[src/rtl/core/i2cm_pkg.sv]
// Shared types, codes and the microcode program of the I2C master byte engine.
// Used by i2cm_seq, i2cm_datapath and i2c_master_byte_engine; depends on nothing.
`timescale 1ns / 1ps

package i2cm_pkg;

  // Byte geometry.
  localparam int BITS_PER_BYTE = 8;
  localparam int CNT_W         = $clog2(BITS_PER_BYTE);
  localparam logic [CNT_W-1:0] LAST_BIT = CNT_W'(BITS_PER_BYTE - 1);

  // Field widths.
  localparam int MODE_W = 3;
  localparam int HOLD_W = 16;
  localparam int PC_W   = 5;

  // Register reset values and indexes.
  localparam logic [HOLD_W-1:0] PHASE_HOLD_RESET = HOLD_W'(100);
  localparam logic [HOLD_W-1:0] ACK_HOLD_RESET   = HOLD_W'(1000);
  localparam logic REG_PHASE_HOLD = 1'b0;
  localparam logic REG_ACK_HOLD   = 1'b1;

  // Command codes.
  localparam logic [MODE_W-1:0] MODE_START = 3'd0;
  localparam logic [MODE_W-1:0] MODE_STOP  = 3'd1;
  localparam logic [MODE_W-1:0] MODE_WRITE = 3'd2;
  localparam logic [MODE_W-1:0] MODE_READ  = 3'd3;
  localparam logic [MODE_W-1:0] MODE_ACK   = 3'd4;
  localparam logic [MODE_W-1:0] MODE_NACK  = 3'd5;

  // Line operations; OP_BIT takes the data line from the shift register.
  localparam logic [1:0] OP_KEEP = 2'd0;
  localparam logic [1:0] OP_LOW  = 2'd1;
  localparam logic [1:0] OP_HIGH = 2'd2;
  localparam logic [1:0] OP_BIT  = 2'd3;

  // Hold time selection.
  localparam logic [1:0] HOLD_PHASE = 2'd0;
  localparam logic [1:0] HOLD_ACK   = 2'd1;
  localparam logic [1:0] HOLD_ZERO  = 2'd2;

  // Program entry points.
  localparam logic [PC_W-1:0] ADDR_START = 5'd0;
  localparam logic [PC_W-1:0] ADDR_STOP  = 5'd4;
  localparam logic [PC_W-1:0] ADDR_NACK  = 5'd7;
  localparam logic [PC_W-1:0] ADDR_ACK   = 5'd11;
  localparam logic [PC_W-1:0] ADDR_WRITE = 5'd15;
  localparam logic [PC_W-1:0] ADDR_READ  = 5'd23;
  localparam logic [PC_W-1:0] ADDR_RBIT  = 5'd24;
  localparam logic [PC_W-1:0] ADDR_END   = 5'd26;

  // One control word of the program.
  typedef struct packed {
    logic [1:0]      scl_op;
    logic [1:0]      sda_op;
    logic [1:0]      dir_op;
    logic [1:0]      hold_sel;
    logic            sample;
    logic            shift;
    logic            loop;
    logic            last;
    logic            fin_rd;
    logic            fin_ack;
    logic [PC_W-1:0] target;
  } ctrl_t;

  // Step issued from the sequencer to the datapath.
  typedef struct packed {
    logic  fire;
    logic  last;
    ctrl_t ctrl;
  } step_t;

  // Entry point of a command; valid reports whether the code is a command.
  function automatic logic [PC_W:0] mode_entry(input logic [MODE_W-1:0] mode);
    logic [PC_W:0] e;
    case (mode)
      MODE_START: e = {1'b1, ADDR_START};
      MODE_STOP:  e = {1'b1, ADDR_STOP};
      MODE_WRITE: e = {1'b1, ADDR_WRITE};
      MODE_READ:  e = {1'b1, ADDR_READ};
      MODE_ACK:   e = {1'b1, ADDR_ACK};
      MODE_NACK:  e = {1'b1, ADDR_NACK};
      default:    e = '0;
    endcase
    return e;
  endfunction

  // The microcode program. A loop word jumps back to its target until the
  // last bit is done; its last flag only counts on the final pass.
  function automatic ctrl_t rom(input logic [PC_W-1:0] pc);
    ctrl_t w;
    w = '0;
    case (pc)
      // Start condition.
      5'd0:  w.sda_op = OP_HIGH;
      5'd1:  w.scl_op = OP_HIGH;
      5'd2:  w.sda_op = OP_LOW;
      5'd3:  begin w.scl_op = OP_LOW; w.last = 1'b1; end
      // Stop condition.
      5'd4:  w.sda_op = OP_LOW;
      5'd5:  w.scl_op = OP_HIGH;
      5'd6:  begin w.sda_op = OP_HIGH; w.last = 1'b1; end
      // Not-acknowledge.
      5'd7:  w.sda_op = OP_HIGH;
      5'd8:  w.scl_op = OP_HIGH;
      5'd9:  w.scl_op = OP_LOW;
      5'd10: begin w.sda_op = OP_LOW; w.last = 1'b1; end
      // Acknowledge: take the line and pull it low.
      5'd11: begin w.dir_op = OP_HIGH; w.sda_op = OP_LOW; end
      5'd12: w.scl_op = OP_HIGH;
      5'd13: w.scl_op = OP_LOW;
      5'd14: begin w.sda_op = OP_HIGH; w.hold_sel = HOLD_ZERO; w.last = 1'b1; end
      // Byte write, MSB first, then the slave acknowledge.
      5'd15: begin w.sda_op = OP_BIT; w.shift = 1'b1; end
      5'd16: w.scl_op = OP_HIGH;
      5'd17: begin w.scl_op = OP_LOW; w.loop = 1'b1; w.target = ADDR_WRITE; end
      5'd18: w = '0;
      5'd19: w.dir_op = OP_LOW;
      5'd20: begin w.scl_op = OP_HIGH; w.hold_sel = HOLD_ACK; w.sample = 1'b1; end
      5'd21: w.scl_op = OP_LOW;
      5'd22: begin
        w.dir_op = OP_HIGH; w.hold_sel = HOLD_ZERO; w.last = 1'b1; w.fin_ack = 1'b1;
      end
      // Byte read with the line released.
      5'd23: w.dir_op = OP_LOW;
      5'd24: w = '0;
      5'd25: begin w.scl_op = OP_HIGH; w.sample = 1'b1; end
      5'd26: begin
        w.scl_op = OP_LOW; w.loop = 1'b1; w.target = ADDR_RBIT;
        w.last = 1'b1; w.fin_rd = 1'b1;
      end
      default: w = '0;
    endcase
    return w;
  endfunction

endpackage

[src/rtl/core/i2cm_seq.sv]
// Microcode sequencer: step counter, bit counter and conditional loop jumps.
// Reads the program from i2cm_pkg::rom and issues one step per free output slot.
`timescale 1ns / 1ps

module i2cm_seq (
  input  logic                            clk,
  input  logic                            rst,
  input  logic                            load,
  input  logic [i2cm_pkg::MODE_W-1:0]     mode,
  input  logic                            out_free,
  output logic                            busy,
  output i2cm_pkg::step_t                 step
);

  logic [i2cm_pkg::PC_W-1:0]  pc;
  logic [i2cm_pkg::CNT_W-1:0] cnt;
  logic [i2cm_pkg::PC_W:0]    entry;
  i2cm_pkg::ctrl_t            ctrl;
  logic                       looping;

  // Decode the current control word and whether a loop jumps back.
  always_comb begin
    ctrl       = i2cm_pkg::rom(pc);
    entry      = i2cm_pkg::mode_entry(mode);
    looping    = ctrl.loop && (cnt != i2cm_pkg::LAST_BIT);
    step.fire  = busy && out_free;
    step.last  = ctrl.last && !looping;
    step.ctrl  = ctrl;
  end

  // Step counter and bit counter.
  always_ff @(posedge clk) begin
    if (rst) begin
      busy <= 1'b0;
      pc   <= '0;
      cnt  <= '0;
    end else if (!busy) begin
      if (load && entry[i2cm_pkg::PC_W]) begin
        busy <= 1'b1;
        pc   <= entry[i2cm_pkg::PC_W-1:0];
        cnt  <= '0;
      end
    end else if (step.fire) begin
      if (step.last) begin
        busy <= 1'b0;
      end else if (looping) begin
        pc  <= ctrl.target;
        cnt <= cnt + 1'b1;
      end else begin
        pc <= pc + 1'b1;
        if (ctrl.loop) begin
          cnt <= '0;
        end
      end
    end
  end

  // The program counter stays inside the program.
  a_pc_range: assert property (@(posedge clk) disable iff (rst)
    busy |-> (pc <= i2cm_pkg::ADDR_END))
    else $error("sequencer left the program");

  // A finished command frees the sequencer.
  a_last_idle: assert property (@(posedge clk) disable iff (rst)
    (step.fire && step.last) |=> !busy)
    else $error("sequencer still busy after the last step");

  // A loop jump only happens on a loop word.
  a_loop_jump: assert property (@(posedge clk) disable iff (rst)
    (step.fire && looping) |=> (pc == i2cm_pkg::ADDR_WRITE || pc == i2cm_pkg::ADDR_RBIT))
    else $error("loop jumped to a bad target");

endmodule

[src/rtl/core/i2cm_datapath.sv]
// Line-state datapath: SCL, SDA and direction registers, the write shift
// register and the output word register. Uses i2cm_pkg types and codes.
`timescale 1ns / 1ps

module i2cm_datapath (
  input  logic                        clk,
  input  logic                        rst,
  input  logic                        load,
  input  logic [7:0]                  write_data,
  input  logic [7:0]                  line_bits,
  input  logic                        line_ack,
  input  logic [i2cm_pkg::HOLD_W-1:0] phase_hold,
  input  logic [i2cm_pkg::HOLD_W-1:0] ack_hold,
  input  i2cm_pkg::step_t             step,
  input  logic                        out_stall,
  output logic                        out_free,
  output logic                        out_valid,
  output logic                        scl,
  output logic                        sda_level,
  output logic                        sda_driven,
  output logic [i2cm_pkg::HOLD_W-1:0] hold_time,
  output logic                        sample_point,
  output logic [7:0]                  read_data,
  output logic                        acked,
  output logic                        last
);

  logic                        scl_state;
  logic                        sda_state;
  logic                        sda_direction;
  logic                        scl_next;
  logic                        sda_next;
  logic                        dir_next;
  logic [7:0]                  shift_reg;
  logic [7:0]                  bits_q;
  logic                        ack_q;
  logic [i2cm_pkg::HOLD_W-1:0] hold_next;

  assign out_free = !out_valid || !out_stall;

  // Apply the line operations of the current step.
  always_comb begin
    case (step.ctrl.scl_op)
      i2cm_pkg::OP_LOW:  scl_next = 1'b0;
      i2cm_pkg::OP_HIGH: scl_next = 1'b1;
      default:           scl_next = scl_state;
    endcase
    case (step.ctrl.sda_op)
      i2cm_pkg::OP_LOW:  sda_next = 1'b0;
      i2cm_pkg::OP_HIGH: sda_next = 1'b1;
      i2cm_pkg::OP_BIT:  sda_next = shift_reg[7];
      default:           sda_next = sda_state;
    endcase
    case (step.ctrl.dir_op)
      i2cm_pkg::OP_LOW:  dir_next = 1'b0;
      i2cm_pkg::OP_HIGH: dir_next = 1'b1;
      default:           dir_next = sda_direction;
    endcase
    case (step.ctrl.hold_sel)
      i2cm_pkg::HOLD_ACK:  hold_next = ack_hold;
      i2cm_pkg::HOLD_ZERO: hold_next = '0;
      default:             hold_next = phase_hold;
    endcase
  end

  // Line state registers.
  always_ff @(posedge clk) begin
    if (rst) begin
      scl_state     <= 1'b1;
      sda_state     <= 1'b1;
      sda_direction <= 1'b1;
    end else if (step.fire) begin
      scl_state     <= scl_next;
      sda_state     <= sda_next;
      sda_direction <= dir_next;
    end
  end

  // Command operands and the write shift register.
  always_ff @(posedge clk) begin
    if (load) begin
      shift_reg <= write_data;
      bits_q    <= line_bits;
      ack_q     <= line_ack;
    end else if (step.fire && step.ctrl.shift) begin
      shift_reg <= {shift_reg[6:0], 1'b0};
    end
  end

  // Output word register.
  always_ff @(posedge clk) begin
    if (rst) begin
      out_valid <= 1'b0;
    end else if (step.fire) begin
      out_valid <= 1'b1;
    end else if (!out_stall) begin
      out_valid <= 1'b0;
    end
  end

  always_ff @(posedge clk) begin
    if (step.fire) begin
      scl          <= scl_next;
      sda_level    <= sda_next;
      sda_driven   <= dir_next;
      hold_time    <= hold_next;
      sample_point <= step.ctrl.sample;
      read_data    <= (step.last && step.ctrl.fin_rd) ? bits_q : 8'd0;
      acked        <= step.last && step.ctrl.fin_ack && !ack_q;
      last         <= step.last;
    end
  end

  // Sampling happens only with the clock line high.
  a_sample_scl: assert property (@(posedge clk) disable iff (rst)
    (out_valid && sample_point) |-> scl)
    else $error("sample point with clock low");

  // Status fields are only reported on the final word.
  a_status_last: assert property (@(posedge clk) disable iff (rst)
    (out_valid && (acked || read_data != 8'd0)) |-> last)
    else $error("status reported before the final word");

  // A step never overwrites a word that is still waiting.
  a_no_overwrite: assert property (@(posedge clk) disable iff (rst)
    step.fire |-> out_free)
    else $error("output word overwritten while stalled");

endmodule

[src/rtl/core/i2c_master_byte_engine.sv]
// Top level of the I2C master byte engine: configuration registers, input
// handshake and the sequencer and datapath. Depends on i2cm_pkg, i2cm_seq, i2cm_datapath.
// The first phase word is registered from the first step after a command is accepted.
// Throughput: one phase word per cycle from the microcode step counter while the
// output is free; phases per command: start 4, stop 3, ack 4, nack 4, write 29, read 25.
// Reset: synchronous; SCL, SDA and drive state start high; holds reset to 100 and 1000.
`timescale 1ns / 1ps

module i2c_master_byte_engine (
  input  logic                        clk,
  input  logic                        rst,
  input  logic                        cfg_we,
  input  logic                        cfg_index,
  input  logic [i2cm_pkg::HOLD_W-1:0] cfg_data,
  input  logic                        in_valid,
  output logic                        in_stall,
  input  logic [i2cm_pkg::MODE_W-1:0] mode,
  input  logic [7:0]                  write_data,
  input  logic [7:0]                  line_bits,
  input  logic                        line_ack,
  output logic                        out_valid,
  input  logic                        out_stall,
  output logic                        scl,
  output logic                        sda_level,
  output logic                        sda_driven,
  output logic [i2cm_pkg::HOLD_W-1:0] hold_time,
  output logic                        sample_point,
  output logic [7:0]                  read_data,
  output logic                        acked,
  output logic                        last
);

  logic [i2cm_pkg::HOLD_W-1:0] phase_hold;
  logic [i2cm_pkg::HOLD_W-1:0] ack_hold;
  logic                        busy;
  logic                        load;
  logic                        out_free;
  i2cm_pkg::step_t             step;

  // A new command word is taken whenever the sequencer is idle.
  assign in_stall = busy;
  assign load     = in_valid && !busy;

  // Configuration registers.
  always_ff @(posedge clk) begin
    if (rst) begin
      phase_hold <= i2cm_pkg::PHASE_HOLD_RESET;
      ack_hold   <= i2cm_pkg::ACK_HOLD_RESET;
    end else if (cfg_we) begin
      case (cfg_index)
        i2cm_pkg::REG_PHASE_HOLD: phase_hold <= cfg_data;
        i2cm_pkg::REG_ACK_HOLD:   ack_hold   <= cfg_data;
        default:                  phase_hold <= phase_hold;
      endcase
    end
  end

  i2cm_seq u_seq (
    .clk      (clk),
    .rst      (rst),
    .load     (load),
    .mode     (mode),
    .out_free (out_free),
    .busy     (busy),
    .step     (step)
  );

  i2cm_datapath u_datapath (
    .clk          (clk),
    .rst          (rst),
    .load         (load),
    .write_data   (write_data),
    .line_bits    (line_bits),
    .line_ack     (line_ack),
    .phase_hold   (phase_hold),
    .ack_hold     (ack_hold),
    .step         (step),
    .out_stall    (out_stall),
    .out_free     (out_free),
    .out_valid    (out_valid),
    .scl          (scl),
    .sda_level    (sda_level),
    .sda_driven   (sda_driven),
    .hold_time    (hold_time),
    .sample_point (sample_point),
    .read_data    (read_data),
    .acked        (acked),
    .last         (last)
  );

endmodule
[config.mk]
export PLATFORM = sky130hd
export DESIGN_NAME = i2c_master_byte_engine
export DESIGN_NICKNAME = d
export VERILOG_FILES = /design/src/rtl/core/i2cm_pkg.sv /design/src/rtl/core/i2cm_seq.sv /design/src/rtl/core/i2cm_datapath.sv /design/src/rtl/core/i2c_master_byte_engine.sv
export SDC_FILE = /design/constraint.sdc
export NUM_CORES = 1
export LEC_CHECK = 0
export BUFFER_PORTS_ARGS = -buffer_cell sky130_fd_sc_hd__buf_2
export CORE_MARGIN = 2
export CORE_UTILIZATION = 45
export DETAILED_ROUTE_END_ITERATION = 10
export PLACE_DENSITY = 0.65
export SLEW_MARGIN = 20
export SYNTH_ARGS = -nofsm -noshare
export SYNTH_HDL_FRONTEND = slang
export SYNTH_HIERARCHICAL = 1
export SYNTH_SLANG_ARGS = --single-unit
[constraint.sdc]
create_clock -name clk -period 6.2 [get_ports clk]
set_input_delay 0.62 -clock clk [delete_from_list [all_inputs] [get_ports clk]]
set_output_delay 0.62 -clock clk [all_outputs]
set_load 0.05 [all_outputs]
* Yosys cells after proc, flatten, opt, wreduce, memory -nomap -nowiden *
Cells that the tools add are included.

word-level totals
  register bits after elaboration = 92
  latch bits = 0
  RAM bits = 0
  ROM bits = 0
  bits of input ports = 42
  output and inout port bits = 32
  word-level logic and storage cells = 134
  memories = 0

operators by class
  $add $sub $neg = 2
  $mul = 0
  div/mod/pow operators = 0
  $lt $le $gt $ge = 0
  eq/ne operators = 43
  shifts and indexed selects = 0
  muxes and demuxes = 35
  bitwise logic cells = 1
  reduce and logical (&&, ||, !) cells = 33

operators by type and width
  operator                                                                count
  5-bit equality test (second input constant)                             9
  5-bit by 4-bit equality test with 1-bit output (second input constant)  8
  6-bit one-hot mux with 6 select lines                                   1
  16-bit one-hot mux with 2 select lines                                  1
  5-bit two-way mux                                                       5
  5-bit by 3-bit equality test with 1-bit output (second input constant)  4
  3-bit two-way mux                                                       6
  8-bit two-way mux                                                       2
  1-bit two-way mux                                                       12
  2-bit one-hot mux with 2 select lines                                   3
  6-bit OR reduction                                                      2
  2-bit equality test (second input constant)                             5
  5-bit by 2-bit equality test with 1-bit output (second input constant)  2
  5-bit one-hot mux with 2 select lines                                   1
  2-bit OR reduction                                                      5
  1-bit logical AND                                                       9
  2-bit by 1-bit equality test with 1-bit output (second input constant)  4
  4-bit OR reduction                                                      2
  7-bit OR reduction                                                      1
  3-bit by 2-bit equality test with 1-bit output (second input constant)  2
  3-bit equality test (second input constant)                             2
  3-bit inequality test (second input constant)                           2
  2-bit one-hot mux with 3 select lines                                   1
  5-bit by 1-bit adder with 5-bit output (second input constant)          1
  16 further kinds                                                        24

* Depth between registers and ports, before layout *
Gate-level depths: netlist of the first run.

  depth after elaboration = 9
  gate-level depth with buffers = 11
  depth with buffers taken out = 10

* Hierarchy *
Netlist of the first run, hierarchy kept.

by module, submodules not included
  module                  instances  cells an instance  area an instance (sq um)  seq. area each (sq um)
  i2cm_datapath           1          141                2023.2                    1491.4
  i2c_master_byte_engine  1          128                1357.6                    640.6
  i2cm_seq                1          126                983.4                     180.2

* Least setup slack after synthesis of the first run *
OpenSTA, ideal clock, no wires.

  path type = register -> register
  from = reg u_seq.busy
  to = reg u_datapath.scl_state
  setup time = 0.120 ns
  data arrival time = 2.407 ns
  data required time = 6.080 ns
  setup slack = 3.674 ns
  cell stages (with the launch flop) = 7
  buffers on the path = 1
  clock period less this slack = 2.526 ns
  cells stage by stage = dfxtp_1 -> clkbuf_1 -> nand2_1 -> inv_1 -> and2b_1 -> nor2b_1 -> a211o_1

RTL lines
  item                    line                 text
  start, declared         i2cm_seq.sv:11       output logic busy,
  start signal, assigned  i2cm_seq.sv:34       busy <= 1'b0;
  start signal, assigned  i2cm_seq.sv:39       busy <= 1'b1;
  start signal, assigned  i2cm_seq.sv:45       busy <= 1'b0;
  end signal, assigned    i2cm_datapath.sv:73  scl_state <= scl_next;
  end, declared           i2cm_datapath.sv:28  logic scl_state;

==> results of run 1 <==
-- worst max-delay path by stage --
stage | endpoint | start
2_1_floorplan | u_datapath/scl_state | u_seq/busy
3_3_place_gp | u_seq/pc[3] | in_valid
3_5_place_dp | u_seq/pc[3] | in_valid
4_1_cts | u_datapath/hold_time[0] | u_seq/pc[0]
5_1_grt | u_datapath/hold_time[0] | u_seq/pc[3]
6_report | u_datapath/hold_time[0] | u_seq/pc[0]
-- layer usage --
| layer | vias to the layer above | wire (um) |
|---|---|---|
| met3 | 4 | 502 |
| met5 | - | 0 |
| li1 | 1519 | - |
| met4 | 0 | 56 |
| met1 | 1457 | 4240 |
| met2 | 90 | 3880 |
-- layout make-up --
type                    count  area (sq um)  share of cell area
clock inverters             7          87.6              0.0178
repair buffers             74           373              0.0758
clock buffers               9           124              0.0252
multi-input cells         263          1820               0.371
well taps                 129           161              0.0328
flip-flops and latches     92          2310               0.470
inverters                  10          37.5             0.00763
-- per-stage QoR --
stage | setup WS [ns] | instances | hold WS, ns | area, sq um | power, W
6_report | 3.51 | 584 | 0.442 | 4920 | 0.00147
5_1_grt | 3.35 | 584 | 0.427 | 4920 | 0.00154
4_1_cts | 3.57 | 584 | 0.432 | 4920 | 0.00149
3_5_place_dp | 3.56 | 568 | 0.451 | 4710 | 0.00106
3_3_place_gp | 3.63 | 568 | 0.445 | 4710 | 0.00105
2_1_floorplan | 3.67 | 390 | 0.435 | 4330 | 0.000992
-- critical path, delay by kind of cell, from the launching register on --
family | cells | cell delay, ns
adder cells (fa/ha/maj) | 2 | 1.11
AND/OR/NAND/NOR | 4 | 0.55
flip-flops | 1 | 0.42
AO/OA/AOI/OAI | 1 | 0.24
buffers and inverters | 1 | 0.12
-- report_power, final --
group | switching (W) | total, W | leakage, nW | internal [W]
clock | 0.000232 | 0.000428 | 0.108 | 0.000196
sequential | 0.0000361 | 0.000739 | 0.814 | 0.000703
combinational | 0.000201 | 0.000307 | 1.05 | 0.000106
==> results by group, run 1 <==
Global route
  – GRT Resource Usage Total: 0.170
  – Grt ovf: 0
  – Grt peak-use layer: met2
  – Largest net degree at the start of global routing: 66
  – Met2 Use GR: 0.261
  – Met1 GRT Util: 0.241
  – M3 GR Usage: 0.0431
  – First-pass GRT wire length: 13800 um
  – Antenna violations before repair: 0
  – Number of global-route vias before repair: between 2000 and 3000

Timing
  – Hold Vio Cnt, Final: 0
  – Worst-Margin Slew: 1.01 ns
  – RSZ-0062 raised after global routing: false
  – Fmax: 0.372 GHz
  – # setup viols final: 0
  – Post-layout minimum cycle time: 2.69 ns
  – Final period util: 0.433
  – Fin. max-slew vios: 0
  – TNS Setup: 0 ns
  – Slew margin rel.: 0.326
  – Worst-case clock skew: 0.0140 ns

Setup path
  – R2R depth: 8
  – R2R Setup Slk: 3.51 ns
  – Capturing point of the worst reg2reg path: u_datapath/hold_time[0]
  – Startpoint Class: flip-flop
  – Critical path class: reg -> reg
  – Critical Path AT: 2.80 ns
  – Worst Path Max Fanout: 30
  – Critical path, cell by cell: inv_1 > ha_1 > nor2b_1 > nand2_1 > nor2_1 > ha_1 > nor2b_1 > a22o_1
  – CP max stage delay: 0.88 ns
  – Reg-to-Reg Start: u_seq/pc[0]
  – Setup crit end kind: flip-flop
  – Slowest-stage cell, CP: ha_1
  – Data required, critical path: 6.31 ns

Drt
  – DR iter-0 viols: 164
  – Vias/cell: 5.26
  – DRT Pass-1 Iters: 5
  – Vias: 3070
  – Final wirelength: 8680 um
  – Drt wl/cell: 14.9 um
  – DRC: 0
  – Antenna-violating nets left: 0

Pwr
  – PwrDens: between 200 and 300 nW/um^2
  – Leakage power: 1.98 nW
  – VDD IR max: 0.000144 V

Layout
  – Fillers: 866
  – Diode count: 0
  – Biggest registers after layout: ack_hold (16), phase_hold (16), u_datapath/hold_time (16)
  – Commonest cells after routing, fill and taps aside: 73 x buf_2, 47 x edfxtp_1, 45 x dfxtp_1
  – Util after Layout: 0.530
  – Final #Nets: 502
  – Commonest non-fill, non-tap cell in the layout: buf_2
  – Layout cells sized above 1: 0.240
  – Synth-to-layout area growth: 13.6%

Synthesis
  – Mean area per synthesized cell: 11.1 sq um
  – Syn Nets: about 440
  – Post-Synthesis Cells: a little under 400
  – Ys Warns: 6
  – Synthesized area: between 4000 and 5000 sq um

Min path
  – Worst Hold End: u_datapath/bits_q[6]
  – Worst hold path depth: 1
  – Min-Delay Path Class: in -> reg
  – Min-Delay Startpoint: line_bits[6]

Clock network
  – Post-CTS sizing: 0
  – TritonCTS buffer count: 9
  – Clock Tree Buf Depth: 2
  – Setup Fix Bufs, Post-CTS: 0
  – TritonCTS clock tree: built
  – Worst skew pair latency: between 0.3 and 0.4 ns
  – Clock-pin slew on the worst setup and hold paths: around 0.10 ns
  – Hold Buf Count CTS: 0
  – Sink Count: 92
  – H-tree levels: 3
  – Clk root buf: clkbuf_8

Place
  – GPL Wtd Cong: roughly 0.8
  – Port Buffers: 73
  – DP HPWL: 5800 um

Die
  – Core region area: just over 9000 sq um
  – Die area: between 10000 and 15000 sq um
  – Initial Utilization: 0.467
  – Die height: 102 um
  – Die X: 102 um
  – Num rows: 35
  – Io pins: 74

Outcome
  – Status: finished clean

Flow run
  – Max_cap viols: 0
No activity file was read; power rests on OpenSTA's default activity.
==> run 2, diff against run 1 <==
Settings changed: PLACE_DENSITY 0.65 to 0.68.
Clock period 6.2 ns to 2.2 ns, I/O delays scaled along.
==> results by group, run 2 (same netlist as run 1, synthesis figures left out) <==
Die
  – Die height: about 100 um
  – Num rows: 35
  – Die area: approximately 10000 sq um
  – Io pins: 74
  – Die X: 102 um
  – Initial Utilization: 0.467
  – Core region area: 9280 sq um

Global route
  – GRT Resource Usage Total: 0.171
  – Largest net degree at the start of global routing: 37
  – Number of global-route vias before repair: 2893
  – Grt ovf: 0
  – First-pass GRT wire length: between 10000 and 15000 um
  – Antenna violations before repair: 0

Place
  – Port Buffers: 73
  – DP HPWL: 6120 um
  – Cells after DPL: 586
  – GPL Wtd Cong: about 0.86
  – Placed cell area: 4860 sq um

Pwr
  – Leakage power: about 2.1 nW
  – PwrDens: 823 nW/um^2
  – VDD IR max: 0.000382 V

Setup path
  – CP max stage delay: between 0.4 and 0.5 ns
  – Critical path, cell by cell: inv_1 > ha_2 > and3b_1 > a211o_1 > a2111o_1 > a32o_1
  – Startpoint Class: flip-flop
  – Setup crit end kind: flip-flop
  – Critical Path AT: 2.29 ns
  – R2R depth: 6
  – Worst Path Max Fanout: 7
  – Critical path class: reg -> reg
  – Cell family with most CP delay: compound AO/OA/AOI/OAI gates
  – Slowest-stage cell, CP: a2111o_1
  – Reg-to-Reg Start: u_seq/pc[0]
  – R2R Setup Slk: 0.16 ns
  – WP buf/inv: 1
  – Capturing point of the worst reg2reg path: u_seq/cnt[1]
  – Data required, critical path: approximately 2.4 ns

Clock network
  – Clock Tree Buf Depth: 2
  – H-tree levels: 3
  – Hold Buf Count CTS: 0
  – Clock-pin slew on the worst setup and hold paths: 0.10 ns
  – TritonCTS buffer count: 9
  – Worst skew pair latency: 0.36 ns
  – Clk root buf: clkbuf_8
  – Sink Count: 92
  – TritonCTS clock tree: built

Layout
  – Layout cells sized above 1: 0.297
  – Post-Layout Inst Area: 5120 sq um
  – Final #Nets: 521
  – Diode count: 0
  – Commonest cells after routing, fill and taps aside: 73 x buf_2, 47 x edfxtp_1, 41 x dfxtp_1
  – Synth-to-layout area growth: 18.2%
  – Commonest non-fill, non-tap cell in the layout: buf_2
  – Area occupied by multi-input gates: 1870 sq um
  – FF+latch area: 2320 sq um
  – Final non-filler cell total: approximately 600
  – Biggest registers after layout: ack_hold (16), phase_hold (16), u_datapath/hold_time (16)
  – Util after Layout: 0.551
  – Fillers: 850

Timing
  – Worst-case clock skew: roughly 0.013 ns
  – Fin. max-slew vios: 0
  – Final period util: 0.928
  – # setup viols final: 0
  – Hold Vio Cnt, Final: 0
  – Post-layout minimum cycle time: just over 2 ns
  – Fmax: 0.490 GHz
  – Min Hold Slack: 0.0374 ns
  – Worst-Margin Slew: 0.564 ns
  – RSZ-0062 raised after global routing: false
  – Slew margin rel.: 0.624

Min path
  – Min-Delay Path Class: in -> reg
  – Worst Hold End: u_datapath/bits_q[7]
  – Worst hold path depth: 1
  – Min-Delay Startpoint: line_bits[7]

Drt
  – Vias/cell: 5.15
  – Drt wl/cell: between 10 and 15 um
  – DRT Pass-1 Iters: 4
  – Antenna-violating nets left: 0
  – DRC: 0
  – Vias: 3104
  – Final wirelength: 8750 um
  – DR iter-0 viols: 114

Outcome
  – Status: finished clean

Flow run
  – Max_cap viols: 0
run 2: how the worst max path moves through the flow:
stage,cells past startpoint,from,endpoint
after global routing,9,u_seq/pc[0],u_datapath/scl_state
after floorplan,8,u_seq/pc[0],u_seq/cnt[2]
after CTS,10,u_seq/pc[1],u_datapath/scl_state
after global placement,10,u_seq/pc[1],u_datapath/scl_state
after detailed placement,10,u_seq/pc[1],u_datapath/scl_state
final,6,u_seq/pc[0],u_seq/cnt[1]
run 2: cell type report:
| type | instances | area share |
|---|---|---|
| Multi-Input combinational cell | 263 | 0.366 |
| Clock buffer | 11 | 0.0276 |
| Sequential cell | 92 | 0.453 |
| Timing Repair Buffer | 93 | 0.103 |
| Clock inverter | 5 | 0.0112 |
| Inverter | 10 | 0.00806 |
| Tap cell | 129 | 0.0315 |
run 2: repair_timing:
| action | in CTS | in global routing |
|---|---|---|
| setup buffers | 0 | 1 |
| resized for setup | 3 | 11 |
| gates cloned | 0 | 0 |
| setup endpoints to repair | 3 | 34 |
run 2: worst reg2reg max path: stages, from the launching register on:
cell,delay (ns)
dfxtp_2,0.39
inv_1,0.11
ha_2,0.24
and3b_1,0.18
a211o_1,0.27
a2111o_1,0.47
a32o_1,0.26
run 2: metrics by stage:
| step | power (W) | TNS [ns] | setup slack (ns) |
|---|---|---|---|
| after floorplan | 0.00280 | 0 | 0.0767 |
| after global placement | 0.00304 | -0.0708 | -0.0539 |
| after detailed placement | 0.00305 | -0.0778 | -0.0739 |
| after CTS | 0.00421 | 0 | 0.0280 |
| after global routing | 0.00441 | 0 | 0.00469 |
| final | 0.00421 | 0 | 0.158 |
run 2: report_power, final:
group	switching, W	internal [W]
sequential	0.0000844	0.00198
clock	0.000603	0.000564
combinational	0.000612	0.000369
run 2: per-layer routing:
metal	up-vias	routed length, um	GRT usage	share of wire
met4	0	129	0.0677	0.015
li1	1563	-	-	-
met3	12	353	0.0301	0.040
met5	-	0	0	0
met1	1461	4220	0.233	0.48
met2	68	4040	0.274	0.46
